## src/rtl/core/six_register_ip_bound_machine_top_macros.svh

```systemverilog
// Assertion macros shared by the register machine RTL.
`ifndef SIX_REGISTER_IP_BOUND_MACHINE_TOP_MACROS_SVH
`define SIX_REGISTER_IP_BOUND_MACHINE_TOP_MACROS_SVH

// Property must hold at every clock edge outside reset.
`define SRM_ASSERT(name, prop) \
  name: assert property (@(posedge clk_i) disable iff (!rst_ni) (prop)) \
    else $error("register machine check failed");

// Consequent must hold in the cycle after the antecedent.
`define SRM_ASSERT_NEXT(name, ante, cons) \
  name: assert property (@(posedge clk_i) disable iff (!rst_ni) (ante) |=> (cons)) \
    else $error("register machine sequencing check failed");

`endif

```

## src/rtl/core/srm_pkg.sv

```systemverilog
// Shared constants, opcode codes and types of the register machine.
`timescale 1ns / 1ps
package srm_pkg;

  localparam int unsigned RegCount  = 6;
  localparam int unsigned RegIdxW   = $clog2(RegCount);
  localparam int unsigned DataW     = 64;
  localparam int unsigned HalfW     = DataW / 2;
  localparam int unsigned OperandW  = 24;
  localparam int unsigned OpcodeW   = 4;
  localparam int unsigned DestW     = 3;
  localparam int unsigned PtrSelW   = 3;
  localparam int unsigned ProgLenW  = 11;
  localparam int unsigned CfgIdxW   = 1;
  localparam int unsigned CfgDataW  = 11;

  typedef enum logic [OpcodeW-1:0] {
    OP_ADDR = 4'd0,
    OP_ADDI = 4'd1,
    OP_MULR = 4'd2,
    OP_MULI = 4'd3,
    OP_BANR = 4'd4,
    OP_BANI = 4'd5,
    OP_BORR = 4'd6,
    OP_BORI = 4'd7,
    OP_SETR = 4'd8,
    OP_SETI = 4'd9,
    OP_GTIR = 4'd10,
    OP_GTRI = 4'd11,
    OP_GTRR = 4'd12,
    OP_EQIR = 4'd13,
    OP_EQRI = 4'd14,
    OP_EQRR = 4'd15
  } op_e;

  typedef enum logic [CfgIdxW-1:0] {
    CFG_PTR_REG  = 1'd0,
    CFG_PROG_LEN = 1'd1
  } cfg_idx_e;

  // Index checks reported by the register file for one transaction
  typedef struct packed {
    logic ptr_ok;
    logic a_ok;
    logic b_ok;
    logic dest_ok;
  } idx_status_t;

  // First operand comes from the register file
  function automatic logic op_a_is_reg(op_e op);
    logic r;
    case (op)
      OP_SETI, OP_GTIR, OP_EQIR: r = 1'b0;
      default:                   r = 1'b1;
    endcase
    return r;
  endfunction

  // Second operand comes from the register file
  function automatic logic op_b_is_reg(op_e op);
    logic r;
    case (op)
      OP_ADDR, OP_MULR, OP_BANR, OP_BORR,
      OP_GTIR, OP_GTRR, OP_EQIR, OP_EQRR: r = 1'b1;
      default:                            r = 1'b0;
    endcase
    return r;
  endfunction

endpackage

```

## src/rtl/core/srm_regs.sv

```systemverilog
// Register file and instruction pointer with the pointer-bound register.
`timescale 1ns / 1ps
module srm_regs import srm_pkg::*; (
  input  logic                clk_i,
  input  logic                rst_ni,
  input  logic                wr_en_i,
  input  logic [PtrSelW-1:0]  ptr_sel_i,
  input  logic [OperandW-1:0] a_idx_i,
  input  logic [OperandW-1:0] b_idx_i,
  input  logic [DestW-1:0]    dest_i,
  input  logic [DataW-1:0]    res_i,
  output logic [DataW-1:0]    a_data_o,
  output logic [DataW-1:0]    b_data_o,
  output logic [DataW-1:0]    next_ptr_o,
  output idx_status_t         status_o
);

  logic [DataW-1:0] rf_q [RegCount];
  logic [DataW-1:0] rf_d [RegCount];
  logic [DataW-1:0] eff  [RegCount];
  logic [DataW-1:0] ip_q;
  logic [DataW-1:0] bound_val;
  logic             ptr_ok;
  logic             a_ok;
  logic             b_ok;
  logic             dest_ok;

  // Index range checks
  assign ptr_ok  = 32'(ptr_sel_i) < RegCount;
  assign a_ok    = 32'(a_idx_i) < RegCount;
  assign b_ok    = 32'(b_idx_i) < RegCount;
  assign dest_ok = 32'(dest_i) < RegCount;

  assign status_o = '{ptr_ok: ptr_ok, a_ok: a_ok, b_ok: b_ok, dest_ok: dest_ok};

  // File as seen after the pointer preload
  always_comb begin
    for (int i = 0; i < RegCount; i++) begin
      if (ptr_ok && (ptr_sel_i[RegIdxW-1:0] == RegIdxW'(i))) begin
        eff[i] = ip_q;
      end else begin
        eff[i] = rf_q[i];
      end
    end
  end

  // Operand reads, invalid index reads as zero
  assign a_data_o = a_ok ? eff[a_idx_i[RegIdxW-1:0]] : '0;
  assign b_data_o = b_ok ? eff[b_idx_i[RegIdxW-1:0]] : '0;

  // Bound register (zero for an invalid pointer select) after the destination write, then plus one
  always_comb begin
    if (!ptr_ok) begin
      bound_val = '0;
    end else if (dest_ok && (dest_i == ptr_sel_i)) begin
      bound_val = res_i;
    end else begin
      bound_val = ip_q;
    end
  end

  assign next_ptr_o = bound_val + DataW'(1);

  // Next file contents: destination write wins over the pointer preload
  always_comb begin
    for (int i = 0; i < RegCount; i++) begin
      if (dest_ok && (dest_i[RegIdxW-1:0] == RegIdxW'(i))) begin
        rf_d[i] = res_i;
      end else begin
        rf_d[i] = eff[i];
      end
    end
  end

  always_ff @(posedge clk_i or negedge rst_ni) begin
    if (!rst_ni) begin
      for (int i = 0; i < RegCount; i++) begin
        rf_q[i] <= '0;
      end
      ip_q <= '0;
    end else if (wr_en_i) begin
      for (int i = 0; i < RegCount; i++) begin
        rf_q[i] <= rf_d[i];
      end
      ip_q <= next_ptr_o;
    end
  end

endmodule
```

## config.mk

```make
export PLATFORM = sky130hd
export DESIGN_NAME = srm_regs
export DESIGN_NICKNAME = d
export VERILOG_FILES = /design/src/rtl/core/six_register_ip_bound_machine_top_macros.svh /design/src/rtl/core/srm_pkg.sv /design/src/rtl/core/srm_regs.sv
export SDC_FILE = /design/constraint.sdc
export NUM_CORES = 2
export LEC_CHECK = 0
export BUFFER_PORTS_ARGS = -buffer_cell sky130_fd_sc_hd__buf_2
export CORE_ASPECT_RATIO = 1.2
export CORE_MARGIN = 2
export CORE_UTILIZATION = 61
export DETAILED_ROUTE_END_ITERATION = 6
export GPL_TIMING_DRIVEN = 1
export MAX_ROUTING_LAYER = met4
export PLACE_DENSITY = 0.87
export SYNTH_ARGS = -nofsm -noshare
export SYNTH_HDL_FRONTEND = slang
export SYNTH_SLANG_ARGS = --single-unit
```

## constraint.sdc

```tcl
create_clock -name clk_i -period 5.85 [get_ports clk_i]
set_clock_uncertainty 0.2 [all_clocks]
set_input_delay 0.585 -clock clk_i [delete_from_list [all_inputs] [get_ports clk_i]]
set_output_delay 0.585 -clock clk_i [all_outputs]
set_load 0.01 [all_outputs]
```

==> out/metrics.cfg <==
[synthesis]
netlist.area_leader.share = 0.340
synthCells = 4535
ys_ff_latch = 448
syn_nets = 4657
synth_area_leaders = dfrtp_1 (34%), o22ai_1 (12%), nor2_1 (9.7%)
yosys.area.top_type = dfrtp_1
ys.warnings.count = 0
async_flop_share = 1.00
synth-edff-count = 0
synth_flop_cell = dfrtp_1
synthDistinctLibCells = 78
synth_area_per_cell_um2 = 7.26
yosysSeqAreaShare = 0.340
synth_area_um2 = 32900

[grt]
grt_first_pass_wirelength_mm = 238
grt.total_usage = 0.576
grt_overflow = 0
grt_max_degree = 206
grt_pass1_vias = 38600
antenna_found_initial = 10

[timing]
hold_violations = 0
timing.hold.ws_ns = 0.164
tightest_slew_ns = 1.36
finalCritPeriodShare = 0.968
rsz0062_at_grt = no
setup_ws_ns = 0.190
max_clock_freq_mhz = 177
finalSetupTns_ns = 0
drv_slew = 0
period_minus_slack_ns = 5.66
max_slew_margin = 0.0729
final-setup-viol-count = 0

[worst_setup_path]
worstPathMaxFanout = 23
startpoint_type = input pin
critPathCaptureType = output port
cp.required_ns = 5.07
path_class = input pin to output port
cp.arrival_ns = 4.88

[power]
powerDensity_nw_per_um2 = 316
power_mw = 11.5
peakVddDrop_mv = 0.418
p_leak_nw = 14.7

[cells_and_area]
final_area_um2 = 36400
final_cell_mix = nor2_1 (853), o22ai_1 (644), a21oi_1 (494)
mostFrequentLayoutCell = nor2_1
utilization = 0.680
final_nets = 4545
drive_gt1_frac = 0.139
layout.cells.non_filler = 5187
area_growth_pct = 10.5
num-fill-cells = 4460

[clock_tree]
htreeDepth = 2
clk_latency_ns = 0.63
cts_buffer_depth = 3
clkTransAtPathRegs_ns = 0.07
root_buffer = clkbuf_16
cts.sinks = 448
cts_tree = built
numCtsBuffers = 48

[routing]
vias = 41500
met3_length_mm = 29.0
wl_per_cell_um = 31.3
wl_met2_mm = 64.2
vias_per_cell = 7.99
top_layer_used = met4
first_iter_violations = 9613
drt_wl_total_mm = 162
drtPass1Iterations = 7
post-route-drc-count = 65
drt-met1-wl_mm = 51.5
detail-route-antenna-nets = 0

[placement]
hpwlAfterDp_mm = 95.9
dp_cells = 5084
placed_area_um2 = 34700
numPortBuffers = 316
dp_slack_ns = 0.382
routabilityCongestion = 1.08

[floorplanning]
dieWidth_um = 216
initial_core_util = 0.616
core_um2 = 53500
dieHeight_um = 259
design.die.area_um2 = 55900
fp-row-count = 93
io_pins = 317

[run_status]
status = finished, violations left
violations = DRC

[worst_hold_path]
min_path_type = input pin to flip-flop

[run]
cap_violations = 0

-- metal layers --
| layer | track usage | up-vias |
|---|---|---|
| li1 | - | 16600 |
| met1 | 0.666 | 18600 |
| met2 | 0.782 | 4698 |
| met3 | 0.242 | 1590 |
| met4 | 0.453 | 0 |
| met5 | - | - |
-- cell usage after synthesis (6+ instances only) --
master      n
or4_1       9
o21ai_0   176
a21o_1      8
or3_1      14
nand3_1    58
or2_2       7
o211ai_1   23
o22a_1    104
nor4b_1     6
nor2_1    855
mux2_2     28
a21oi_1   501
buf_2      18
o22ai_1   644
xor2_1     33
o221ai_1   25
nand2b_1   20
nor3_1    160
nand2_1   222
inv_1      15
dfrtp_1   448
clkbuf_1  512
buf_1      72
a211oi_1  239
nor4_1     27
mux2i_1    39
nand4_1    39
a211o_1     7
xnor2_1    37
a221o_1     6
nor2b_1     6
and4_1     11
and3_1     31
a31oi_1    31
o31ai_1    12
-- power breakdown --
group	leakage (nW)	switching [mW]	internal, mW	total, mW
Sequential	5.14	0.965	3.80	4.76
Clock	0.833	1.43	1.95	3.38
Combinational	8.68	2.07	1.29	3.36
Total	14.7	4.47	7.03	11.5
-- path summary, 6_finish.rpt --
check | from | endpoint | slack (ns) | cells past startpoint
hold reg to reg | rf_q[372]$_DFFE_PN0P_ | rf_q[372]$_DFFE_PN0P_ | 0.36 | 2
setup reg to reg | ip_q[16]$_DFFE_PN0P_ | ip_q[62]$_DFFE_PN0P_ | 1.27 | 8
hold / removal | res_i[41] | ip_q[41]$_DFFE_PN0P_ | 0.16 | 3
setup / recovery | ptr_sel_i[2] | next_ptr_o[62] | 0.19 | 13
min in group asynchronous | rst_ni | rf_q[11]$_DFFE_PN0P_ | 0.40 | 2
max in group asynchronous | rst_ni | rf_q[112]$_DFFE_PN0P_ | 3.60 | 3
-- critical path, cell delays in order --
cell	delay, ns
buf_2	0.46
xor2_1	0.35
o31ai_4	0.11
nand2_4	0.21
nand2_1	0.09
a21oi_1	0.18
buf_4	0.15
ha_1	0.29
o221ai_1	0.28
nor4_1	1.13
nand4_1	0.46
xnor2_1	0.37
buf_2	0.19
-- registers in the layout (all words and copies together), names as in the netlist --
register / cells
ip_q: 64
rf_q: 384
-- logic make-up after synthesis --
kind of cell    share of synthesized area
compound gates                      0.348
flops                               0.340
simple gates                        0.197
fa+ha+maj                        0.000380
mux                                0.0228
buf+inv                            0.0725
xor+xnor                           0.0186
-- cell type report --
cell class	count	area, um2	area share
Multi-Input combinational cell	3462	19600	0.540
Sequential cell	448	11200	0.308
Timing Repair Buffer	446	2870	0.0787
Clock buffer	72	1450	0.0399
Tap cell	712	891	0.0245
Clock inverter	18	243	0.00667
Inverter	17	63.8	0.00175
Antenna cell	12	30.0	0.000825
-- timing repair --
item | in CTS | in global routing
hold endpoints to repair | 106 | 0
hold buffers | 1 | 0
resized for setup | 0 | 0
buffers inserted | 0 | 0
Note: power is estimated with default switching activity, not from simulation.
